### src/hw/rtl/sha1h_pkg.sv
// SHA-1 hasher package: transaction types, round constants and chaining initial values.
// Used by sha1_hasher_top; depends on nothing else.

package sha1h_pkg;

    // Input transaction: one message byte and its flags
    typedef struct packed {
        logic [7:0] msg_byte;
        logic       byte_valid;
        logic       end_of_message;
    } t_in_item;

    // Output transaction: one digest word
    typedef struct packed {
        logic [31:0] digest_word;
        logic [2:0]  word_index;
        logic        last_word;
    } t_out_item;

    localparam int unsigned NUM_ROUNDS   = 80;
    localparam int unsigned DIGEST_WORDS = 5;

    // Round constants, one per group of twenty rounds
    localparam logic [31:0] K_R0 = 32'h5a827999;
    localparam logic [31:0] K_R1 = 32'h6ed9eba1;
    localparam logic [31:0] K_R2 = 32'h8f1bbcdc;
    localparam logic [31:0] K_R3 = 32'hca62c1d6;

    // Chaining value after initialisation
    localparam logic [31:0] H_INIT0 = 32'h67452301;
    localparam logic [31:0] H_INIT1 = 32'hefcdab89;
    localparam logic [31:0] H_INIT2 = 32'h98badcfe;
    localparam logic [31:0] H_INIT3 = 32'h10325476;
    localparam logic [31:0] H_INIT4 = 32'hc3d2e1f0;

    localparam logic [7:0] PAD_BYTE = 8'h80;

    function automatic logic [31:0] h_init(input logic [2:0] idx);
        logic [31:0] val;
        case (idx)
            3'd0:    val = H_INIT0;
            3'd1:    val = H_INIT1;
            3'd2:    val = H_INIT2;
            3'd3:    val = H_INIT3;
            default: val = H_INIT4;
        endcase
        return val;
    endfunction

endpackage

### src/hw/rtl/sha1_hasher_top.sv
// SHA-1 hasher top level: byte intake, block buffer memory, chaining value memory,
// 80-round compression sequencer and digest output register. Depends on sha1h_pkg.

// The block takes one byte transaction per cycle while it is idle. Every 64th byte,
// and every end-of-message transaction, starts a compression: a read of the chaining
// value out of its five-word memory, 80 rounds fed from the 16-word block buffer
// memory and a 16-word schedule shift line, and an addition of the working variables
// back into the chaining value memory. Input is stalled throughout a compression.
// The end of a message adds one compression, or two when fewer than nine bytes of
// the last block are free, followed by five digest words, each loaded once the output
// register is empty. The last digest word may still wait in the output register
// while the first bytes of the next message are taken. No clearing pass is needed
// after reset.

module sha1_hasher_top (
    input  logic                  i_clk,
    input  logic                  i_rst_n,
    input  logic                  i_valid,
    output logic                  o_stall,
    input  sha1h_pkg::t_in_item   i_data,
    output logic                  o_valid,
    input  logic                  i_stall,
    output sha1h_pkg::t_out_item  o_data
);

    // Sequencer states
    localparam logic [2:0] ST_IDLE  = 3'd0;
    localparam logic [2:0] ST_LOADH = 3'd1;
    localparam logic [2:0] ST_ROUND = 3'd2;
    localparam logic [2:0] ST_WBACK = 3'd3;
    localparam logic [2:0] ST_OUTRD = 3'd4;
    localparam logic [2:0] ST_OUTLD = 3'd5;

    // Kind of block being compressed
    localparam logic [1:0] BLK_DATA = 2'd0;
    localparam logic [1:0] BLK_PAD  = 2'd1;
    localparam logic [1:0] BLK_LEN  = 2'd2;

    localparam logic [6:0] LAST_ROUND = 7'(sha1h_pkg::NUM_ROUNDS - 1);
    localparam logic [6:0] H_STEPS    = 7'(sha1h_pkg::DIGEST_WORDS);
    localparam logic [6:0] LAST_WORD  = 7'(sha1h_pkg::DIGEST_WORDS - 1);
    localparam logic [2:0] LAST_IDX   = 3'(sha1h_pkg::DIGEST_WORDS - 1);

    // Memories
    logic [31:0] m_chain [0:4];
    logic [31:0] m_buf   [0:15];

    // Control registers
    logic [2:0]  r_state, n_state;
    logic [6:0]  r_cnt,   n_cnt;
    logic [1:0]  r_mode,  n_mode;
    logic        r_fin,   n_fin;
    logic [5:0]  r_fill,  n_fill;
    logic [63:0] r_len,   n_len;
    logic [4:0]  r_hval,  n_hval;
    logic        r_ovalid, n_ovalid;

    // Payload registers
    logic [31:0] r_word, n_word;
    logic [31:0] r_a, r_b, r_c, r_d, r_e;
    logic [31:0] n_a, n_b, n_c, n_d, n_e;
    logic [31:0] r_w [0:15];
    logic [31:0] n_w [0:15];
    sha1h_pkg::t_out_item r_out, n_out;

    // Memory read registers
    logic [31:0] r_hrd;
    logic        r_hrd_val;
    logic [2:0]  r_hidx;
    logic [31:0] r_brd;

    // Combinational helpers
    logic        in_acc;
    logic [31:0] byte_word;
    logic        buf_we;
    logic [3:0]  buf_raddr;
    logic        h_re;
    logic [2:0]  h_raddr;
    logic        h_we;
    logic [31:0] h_data;
    logic [31:0] var_sel;
    logic [3:0]  wj;
    logic [3:0]  fw;
    logic        with_len;
    logic [31:0] pad_word;
    logic [31:0] len_word;
    logic [31:0] w_src;
    logic [31:0] w_cur;
    logic [31:0] w_mix;
    logic [31:0] f_val;
    logic [31:0] k_val;
    logic [31:0] t_val;

    assign in_acc    = i_valid && (r_state == ST_IDLE);
    assign o_stall   = (r_state != ST_IDLE);
    assign o_valid   = r_ovalid;
    assign o_data    = r_out;
    assign byte_word = {r_word[23:0], i_data.msg_byte};

    // Buffer memory: write a completed word, read one word ahead of the rounds
    assign buf_we    = in_acc && i_data.byte_valid && (r_fill[1:0] == 2'd3);
    assign buf_raddr = (r_state == ST_ROUND) ? (r_cnt[3:0] + 4'd1) : 4'd0;

    always_ff @(posedge i_clk) begin
        if (buf_we) begin
            m_buf[r_fill[5:2]] <= byte_word;
        end
        r_brd <= m_buf[buf_raddr];
    end

    // Chaining memory: sequential reads for load, write-back and digest output
    assign h_raddr = r_cnt[2:0];
    assign h_re    = (r_cnt < H_STEPS) &&
                     ((r_state == ST_LOADH) || (r_state == ST_WBACK) ||
                      ((r_state == ST_OUTRD) && !r_ovalid));
    assign h_we    = (r_state == ST_WBACK) && (r_cnt != 7'd0);
    assign h_data  = r_hrd_val ? r_hrd : sha1h_pkg::h_init(r_hidx);

    always_comb begin
        case (r_hidx)
            3'd0:    var_sel = r_a;
            3'd1:    var_sel = r_b;
            3'd2:    var_sel = r_c;
            3'd3:    var_sel = r_d;
            default: var_sel = r_e;
        endcase
    end

    always_ff @(posedge i_clk) begin
        if (h_re) begin
            r_hrd     <= m_chain[h_raddr];
            r_hrd_val <= r_hval[h_raddr];
            r_hidx    <= h_raddr;
        end
        if (h_we) begin
            m_chain[r_hidx] <= h_data + var_sel;
        end
    end

    // Message schedule word for the current round, padding made on the fly
    assign wj       = r_cnt[3:0];
    assign fw       = r_fill[5:2];
    assign with_len = (r_fill < 6'd56);
    assign len_word = (wj == 4'd14) ? r_len[63:32] :
                      (wj == 4'd15) ? r_len[31:0]  : 32'd0;

    always_comb begin
        case (r_fill[1:0])
            2'd0:    pad_word = {sha1h_pkg::PAD_BYTE, 24'd0};
            2'd1:    pad_word = {r_word[7:0],  sha1h_pkg::PAD_BYTE, 16'd0};
            2'd2:    pad_word = {r_word[15:0], sha1h_pkg::PAD_BYTE, 8'd0};
            default: pad_word = {r_word[23:0], sha1h_pkg::PAD_BYTE};
        endcase
    end

    always_comb begin
        case (r_mode)
            BLK_DATA: w_src = r_brd;
            BLK_PAD: begin
                if (wj < fw) begin
                    w_src = r_brd;
                end else if (wj == fw) begin
                    w_src = pad_word;
                end else begin
                    w_src = with_len ? len_word : 32'd0;
                end
            end
            BLK_LEN:  w_src = len_word;
            default:  w_src = r_brd;
        endcase
    end

    assign w_mix = r_w[13] ^ r_w[8] ^ r_w[2] ^ r_w[0];
    assign w_cur = (r_cnt < 7'd16) ? w_src : {w_mix[30:0], w_mix[31]};

    // Round function and constant by group of twenty rounds
    always_comb begin
        if (r_cnt < 7'd20) begin
            f_val = (r_b & r_c) | (~r_b & r_d);
            k_val = sha1h_pkg::K_R0;
        end else if (r_cnt < 7'd40) begin
            f_val = r_b ^ r_c ^ r_d;
            k_val = sha1h_pkg::K_R1;
        end else if (r_cnt < 7'd60) begin
            f_val = (r_b & r_c) | (r_b & r_d) | (r_c & r_d);
            k_val = sha1h_pkg::K_R2;
        end else begin
            f_val = r_b ^ r_c ^ r_d;
            k_val = sha1h_pkg::K_R3;
        end
    end

    assign t_val = {r_a[26:0], r_a[31:27]} + f_val + r_e + k_val + w_cur;

    // Sequencer and next-state logic
    always_comb begin
        n_state  = r_state;
        n_cnt    = r_cnt;
        n_mode   = r_mode;
        n_fin    = r_fin;
        n_fill   = r_fill;
        n_len    = r_len;
        n_hval   = r_hval;
        n_ovalid = r_ovalid;
        n_word   = r_word;
        n_a      = r_a;
        n_b      = r_b;
        n_c      = r_c;
        n_d      = r_d;
        n_e      = r_e;
        n_out    = r_out;
        for (int i = 0; i < 16; i++) begin
            n_w[i] = r_w[i];
        end

        // Drop the output transaction once taken
        if (r_ovalid && !i_stall) begin
            n_ovalid = 1'b0;
        end

        case (r_state)
            ST_IDLE: begin
                if (in_acc) begin
                    if (i_data.byte_valid) begin
                        n_word = byte_word;
                        n_fill = r_fill + 6'd1;
                        n_len  = r_len + 64'd8;
                    end
                    if (i_data.byte_valid && (r_fill == 6'd63)) begin
                        n_state = ST_LOADH;
                        n_cnt   = 7'd0;
                        n_mode  = BLK_DATA;
                        n_fin   = i_data.end_of_message;
                    end else if (i_data.end_of_message) begin
                        n_state = ST_LOADH;
                        n_cnt   = 7'd0;
                        n_mode  = BLK_PAD;
                    end
                end
            end
            ST_LOADH: begin
                // Capture chaining words into the working variables
                if (r_cnt != 7'd0) begin
                    case (r_hidx)
                        3'd0:    n_a = h_data;
                        3'd1:    n_b = h_data;
                        3'd2:    n_c = h_data;
                        3'd3:    n_d = h_data;
                        default: n_e = h_data;
                    endcase
                end
                if (r_cnt == H_STEPS) begin
                    n_state = ST_ROUND;
                    n_cnt   = 7'd0;
                end else begin
                    n_cnt = r_cnt + 7'd1;
                end
            end
            ST_ROUND: begin
                n_a = t_val;
                n_b = r_a;
                n_c = {r_b[1:0], r_b[31:2]};
                n_d = r_c;
                n_e = r_d;
                for (int i = 0; i < 15; i++) begin
                    n_w[i] = r_w[i + 1];
                end
                n_w[15] = w_cur;
                if (r_cnt == LAST_ROUND) begin
                    n_state = ST_WBACK;
                    n_cnt   = 7'd0;
                end else begin
                    n_cnt = r_cnt + 7'd1;
                end
            end
            ST_WBACK: begin
                if (h_we) begin
                    n_hval[r_hidx] = 1'b1;
                end
                if (r_cnt == H_STEPS) begin
                    n_cnt = 7'd0;
                    case (r_mode)
                        BLK_DATA: begin
                            if (r_fin) begin
                                n_state = ST_LOADH;
                                n_mode  = BLK_PAD;
                                n_fin   = 1'b0;
                            end else begin
                                n_state = ST_IDLE;
                            end
                        end
                        BLK_PAD: begin
                            if (with_len) begin
                                n_state = ST_OUTRD;
                            end else begin
                                n_state = ST_LOADH;
                                n_mode  = BLK_LEN;
                            end
                        end
                        default: n_state = ST_OUTRD;
                    endcase
                end else begin
                    n_cnt = r_cnt + 7'd1;
                end
            end
            ST_OUTRD: begin
                // Wait for an empty output register, read issued once it is empty
                if (!r_ovalid) begin
                    n_state = ST_OUTLD;
                end
            end
            ST_OUTLD: begin
                n_out.digest_word = h_data;
                n_out.word_index  = r_hidx;
                n_out.last_word   = (r_hidx == LAST_IDX);
                n_ovalid          = 1'b1;
                if (r_cnt == LAST_WORD) begin
                    // Reinitialise for the next message
                    n_state = ST_IDLE;
                    n_cnt   = 7'd0;
                    n_fill  = 6'd0;
                    n_len   = 64'd0;
                    n_hval  = 5'd0;
                end else begin
                    n_state = ST_OUTRD;
                    n_cnt   = r_cnt + 7'd1;
                end
            end
            default: begin
                n_state = ST_IDLE;
                n_cnt   = 7'd0;
            end
        endcase
    end

    // Control registers
    always_ff @(posedge i_clk) begin
        if (!i_rst_n) begin
            r_state  <= ST_IDLE;
            r_cnt    <= 7'd0;
            r_mode   <= BLK_DATA;
            r_fin    <= 1'b0;
            r_fill   <= 6'd0;
            r_len    <= 64'd0;
            r_hval   <= 5'd0;
            r_ovalid <= 1'b0;
        end else begin
            r_state  <= n_state;
            r_cnt    <= n_cnt;
            r_mode   <= n_mode;
            r_fin    <= n_fin;
            r_fill   <= n_fill;
            r_len    <= n_len;
            r_hval   <= n_hval;
            r_ovalid <= n_ovalid;
        end
    end

    // Payload registers
    always_ff @(posedge i_clk) begin
        r_word <= n_word;
        r_a    <= n_a;
        r_b    <= n_b;
        r_c    <= n_c;
        r_d    <= n_d;
        r_e    <= n_e;
        r_out  <= n_out;
        for (int i = 0; i < 16; i++) begin
            r_w[i] <= n_w[i];
        end
    end

    // Output register is only loaded when empty
    a_load_empty: assert property (@(posedge i_clk) disable iff (!i_rst_n)
        (r_state == ST_OUTLD) |-> !r_ovalid)
        else $error("digest word loaded over a pending transaction");

    // Round counter stays inside the eighty rounds
    a_round_range: assert property (@(posedge i_clk) disable iff (!i_rst_n)
        (r_state == ST_ROUND) |-> (r_cnt <= LAST_ROUND))
        else $error("round counter out of range");

    // Last flag marks exactly the fifth word
    a_last_flag: assert property (@(posedge i_clk) disable iff (!i_rst_n)
        o_valid |-> (o_data.last_word == (o_data.word_index == LAST_IDX)))
        else $error("last_word does not match word_index");

    // An end-of-message transaction always starts a compression
    a_end_busy: assert property (@(posedge i_clk) disable iff (!i_rst_n)
        (i_valid && !o_stall && i_data.end_of_message) |=> o_stall)
        else $error("end of message did not start padding");

    // Chaining valid bits never change outside write-back and the digest word load
    a_valid_bits: assert property (@(posedge i_clk) disable iff (!i_rst_n)
        (r_state != ST_WBACK && r_state != ST_OUTLD) |=> (r_hval == $past(r_hval)))
        else $error("chaining valid bits changed outside write-back");

endmodule
### config.mk
export PLATFORM = sky130hd
export DESIGN_NAME = sha1_hasher_top
export DESIGN_NICKNAME = d
export VERILOG_FILES = /design/src/hw/rtl/sha1h_pkg.sv /design/src/hw/rtl/sha1_hasher_top.sv
export SDC_FILE = /design/constraint.sdc
export NUM_CORES = 2
export LEC_CHECK = 0
export BUFFER_PORTS_ARGS = -buffer_cell sky130_fd_sc_hd__buf_2
export CORE_ASPECT_RATIO = 0.7
export CORE_UTILIZATION = 55
export CTS_CLUSTER_SIZE = 12
export DETAILED_ROUTE_END_ITERATION = 16
export MAX_ROUTING_LAYER = met4
export PLACE_DENSITY = 0.77
export RECOVER_POWER = 50
export REMOVE_ABC_BUFFERS = 1
export SETUP_SLACK_MARGIN = 0.02
export SYNTH_ARGS = -nofsm -noshare
export SYNTH_HDL_FRONTEND = slang
export SYNTH_SLANG_ARGS = --single-unit
### constraint.sdc
create_clock -name i_clk -period 23.7 [get_ports i_clk]
set_clock_uncertainty 0.15 [all_clocks]
set_input_delay 3.555 -clock i_clk [delete_from_list [all_inputs] [get_ports i_clk]]
set_output_delay 3.555 -clock i_clk [all_outputs]
set_load 0.02 [all_outputs]
* After elaboration in Yosys (flattened, before gate mapping)
Memories as Yosys holds them, arrays and structs flattened. A register that Yosys moved wholly into a read port is not among the register bits. Index checks and enable logic that the tools add are counted.
Storage, ports and cells: bits of input ports 14, logic and storage cells 222, RAM bits 1184, memories kept 3, output and inout port bits 38, register bits 313, latch bits 0, memory bits (read-only) 0
Memories:
- m_buf | words 16, bits a word 32, read ports 1, clocked after memory_dff 1, write ports 1, RTL line sha1_hasher_top.sv:46 | logic [31:0] m_buf [0:15];
- r_w | words 16, bits a word 32, read ports 16, clocked after memory_dff 0, write ports 16, RTL line sha1_hasher_top.sv:62 | logic [31:0] r_w [0:15];
- m_chain | words 5, bits a word 32, read ports 1, clocked after memory_dff 1, write ports 1, RTL line sha1_hasher_top.sv:45 | logic [31:0] m_chain [0:4];
Operators by class: add/subtract/negate cells 9, muxes and demuxes 87, div/mod/pow operators 0, reductions and logical operators 38, shift-type cells 0, equality and inequality tests 41, bitwise gates (word level) 15, multipliers 0, magnitude comparators 10
Operators by type and width (count):
- $mux 32 | 22
- $mux 512 | 1
- $pmux 32 s2 | 6
- $pmux 32 s4 | 2
- $mux 64 | 3
- $add 32x32->32 | 5
- $xor 32x32->32 | 5
- $and 32x32->32 | 4
- $pmux 64 s2 | 1
- $or 32x32->32 | 3
- $pmux 32 s3 | 1
- $add 64x4->64 const B | 1
- $mux 7 | 6
- $pmux 7 s5 | 1
- $not 32->32 | 1
- $mux 31 | 1
- $mux 3 | 9
- $reduce_and 3->1 | 8
- $ne 2x1->1 const B | 10
- $mux 6 | 3
- $pmux 3 s6 | 1
- $eq 7x3->1 const B | 2
- $lt 7x5->1 const B | 2
- $lt 7x6->1 const B | 2
- other kinds (48) | 100

* Logic depth before layout (Yosys ltp)
depth after elaboration 11, depth in mapped cells 29, mapped depth without buffers 26

* Worst setup path after synthesis
Ideal clock, no wire load.
path kind register to register, start point reg r_state[1], end point reg r_a[11] (data pin), slack 6.376 ns, stages on the path, launching flop included 9, setup time 0.947 ns, data required time 22.603 ns, buffers on the path 4, period minus slack after synthesis 17.324 ns, arrival 16.227 ns, cells stage by stage dfxtp_1 inv_1 or3_1 buf_2 clkinv_1 clkbuf_1 clkbuf_1 clkbuf_1 a21boi_0
On the way: word-level cells in the longest chain between the ends 2, elaborated cells between the ends (all ways) 3, those cells by class eq/ne (2); mux (1)
Ends and longest elaborated chain:
- from (decl) | RTL line sha1_hasher_top.sv:49 | logic [2:0] r_state, n_state;
- from (signal assigned) | RTL line sha1_hasher_top.sv:348 | r_state <= n_state;
- $eq 3x2->1 or $eq 3x1->1 (tied branches) | RTL line sha1_hasher_top.sv:221 | case (r_state)
- $pmux 32 s2 * | RTL line sha1_hasher_top.sv:221
- via n_a[11] | RTL line sha1_hasher_top.sv:61 | logic [31:0] n_a, n_b, n_c, n_d, n_e;
- to (signal assigned) | RTL line sha1_hasher_top.sv:362 | r_a <= n_a;
- to (decl) | RTL line sha1_hasher_top.sv:60 | logic [31:0] r_a, r_b, r_c, r_d, r_e;
The timed path passes the listed nets; every way through them passes the cells marked *. A chain may end at the register's enable or synchronous reset.

* Worst setup path after layout
start point reg r_state[1], end point reg r_brd[21], read port of m_buf
On the way: word-level cells in the longest chain between the ends 2
Ends and longest elaborated chain:
- $eq 3x2->1 | RTL line sha1_hasher_top.sv:102 | assign buf_raddr = (r_state == ST_ROUND) ? (r_cnt[3:0] + 4'd1) : 4'd0;
- $mux 4 | RTL line sha1_hasher_top.sv:102
- to (decl) | RTL line sha1_hasher_top.sv:70 | logic [31:0] r_brd;
No other way between the ends.

==> flow_summary.ini <==
[power]
pwr_density_cell_nw_per_um2 = 80.6
vdd_drop_max_uv = 65.8
p_leak_nw = 24.7

[cts]
clk_latency_ps = 800
clock_path_buffers = 3
cts_num_sinks = 1558
cts_hold_buf = 0
numCtsBuffers = 152
cts-root-buf = clkbuf_16
cts_tree = done
htree_num_levels = 4
clkTransAtPathRegs_ps = 60
postCtsSetupBuffers = 0
ctsResizeCount = 0

[placement]
pre_cts_ws_ps = 15210
numPortBuffers = 51
dp_hpwl_mm = 101
place.gp.congestion = 0.992

[job]
drv_cap = 14

[setup_path]
worstSetupEndpointType = flip-flop
cp_data_required_time_ps = 24210
cp.arrival_ps = 12990
startpoint_type = flip-flop
critPathMaxFanout = 195
crit_type = reg -> reg

[logic_synthesis]
yosys_warnings = 0
avgSynthCellArea_um2 = 14.4
synthArstFlopShare_pct = 0
synth_ff_type = edfxtp_1
synth_top_family_by_area = compound AO/OA/AOI/OAI gates
synthSimpleGateAreaFrac_pct = 7.43
synth-seq-cells = 1558
syn-cell-area_um2 = 66300
syn_inst = 4591
ys_seq_area_share_pct = 68.8
synthTopCellsByArea = edfxtp_1 65%, fa_1 3.7%, dfxtp_1 3.6%
ys_types = 83
synthMuxAreaShare_pct = 4.08
synth_compound_area_share_pct = 9.20
synthAdderAreaFrac_pct = 5.22
yosysTopAreaCell = edfxtp_1
ys_top_cells_by_count = 1440 x edfxtp_1, 553 x nand2_1, 217 x nor2_1
yosysMostFrequentCell = edfxtp_1
synth_edf_count = 1440
synth_top_area_share_pct = 65.2
synth_xor_area_share_pct = 2.81

[timing]
rsz0062_at_grt = no
drv_slew = 701
hold_viol_final = 0
fin_crit_sh_pct = 52.7
fin_ws_ps = 11220
setup_viol = 0
max_freq_ghz = 0.0801
whs_ps = 257
setup_tns_ps = 0
layout_min_cycle_time_ps = 12480
slew_headroom_pct = -525
tightest_slew_ps = 9380

[global_routing]
grt_pass1_wl_mm = 245
first_global_vias = 37700
antenna_found_initial = 15
grt_max_degree = 196
grt_usage_pct = 28.0
grt_overflow = 0

[route]
antenna_left = 0
drt_iter0_drc = 5751
via_per_inst = 6.21
drc_errors = 0
drt-pass1-iter-count = 6
post_drt_wl_per_cell_um = 25.8
num_vias = 39600
wirelength_mm = 165

[outcome]
outcome = finished with violations
violations = capacitance limit, slew limit

[worst_hold_path]
hp-class = reg -> reg

[floorplanning]
io_pins = 52
die_w_um = 417
initial_core_util_pct = 55.5
die_h_um = 292
core-area_um2 = 119000
rows = 106
die-area_um2 = 122000

[layout]
final_nets = 4869
drive_above_1_share_pct = 9.33
final_util_pct = 61.1
area_growth_pct = 10.1
## state kept, by name (all words and copies together), names as in the netlist, 2 cells and up
name,count
r_hidx,3
r_word,24
r_len,61
r_b,32
r_e,32
m_buf,512
r_w,512
r_mode,2
r_cnt,7
r_fill,6
m_chain,160
r_a,32
r_d,32
r_hrd,32
r_state,3
r_hval,5
o_data,36
r_brd,32
r_c,32
## worst max-delay path, stage by stage (launching register included)
cell        delay [ps]
dfxtp_1            430
inv_1              140
or3_1              830
clkinvlp_2        2440
clkbuf_1          6690
a41oi_1           1040
mux2i_1            560
## layer usage
layer  GRT usage (%)  share of wire, %  vias up
met5               -                 0        -
met4            8.50               2.9        0
met3            6.75                13      327
met2            37.6                42     2341
met1            42.2                43    19700
li1                -                 -    17200
## metrics by stage
step | cell area (um^2) | std cells | power (mW)
finish | 73000 | 6369 | 5.89
detailed placement | 68600 | 6117 | 3.66
global placement | 68600 | 6117 | 3.65
global route | 73000 | 6369 | 6.07
CTS | 73100 | 6366 | 5.91
floorplan | 65400 | 4365 | 3.50
## cell type report
cell class	instances	area, um^2
Timing Repair Buffer	132	790
Sequential cell	1558	45600
Fill cell	8609	46500
Antenna cell	3	7.51
Multi-Input combinational cell	2605	19300
Clock inverter	27	340
Tap cell	1620	2030
Inverter	202	759
Clock buffer	222	4160
## placed cells by master, fill, tap and decap left out, types with 16 or more instances in the layout
cell type,netlist,layout
o221ai_1,35,35
nand2b_1,19,19
nand2_1,553,550
fa_1,121,121
clkbuf_16,0,155
a22oi_1,47,47
edfxtp_1,1440,1440
o21ai_0,199,194
mux4_2,68,68
nand3_1,136,136
nand4_1,21,21
nor2_1,217,200
or3_1,17,17
a31oi_1,36,36
a41oi_1,25,25
nor2_4,0,16
xor2_1,82,81
and3_1,24,24
mux2_2,32,32
dfxtp_1,118,117
a311oi_1,41,41
a21oi_1,129,129
clkbuf_1,167,88
a21o_1,118,118
a211oi_1,53,54
nor3_1,25,20
buf_2,15,43
inv_1,200,197
nor2b_1,43,41
mux2i_1,81,81
o21a_1,78,78
buf_4,0,64
and2_1,24,21
xnor2_1,131,131
ha_1,83,83
a21boi_0,26,26
## report_power, final
part           switching [mW]  leakage (nW)  internal [mW]
registers              0.0259          13.9           3.05
logic                   0.347          8.59          0.200
clock network            1.01          2.17           1.25
total                    1.39          24.7           4.50
## worst paths after layout
path / end / from / cells past startpoint / slack (ps)
worst min-delay path: r_w[1][106] / r_w[1][138] / 0 / 260
worst max-delay path: r_brd[21] / r_state[1] / 6 / 11220
worst max register to register: r_brd[21] / r_state[1] / 6 / 11220
worst min register to register: r_w[1][106] / r_w[1][138] / 0 / 260
## logic make-up (layout without fill, tap and decap cells)
kind of cell               count (synthesis)  in the layout
AOI/OAI and AO/OA                        896            896
DFF                                     1558           1558
and+or+nand+nor                         1111           1111
other                                      0              3
adders and majority gates                204            204
xor gates and xnor gates                 213            213
buffers and inverters                    428            583
muxes                                    181            181
No activity file was read; power rests on OpenSTA's default activity.
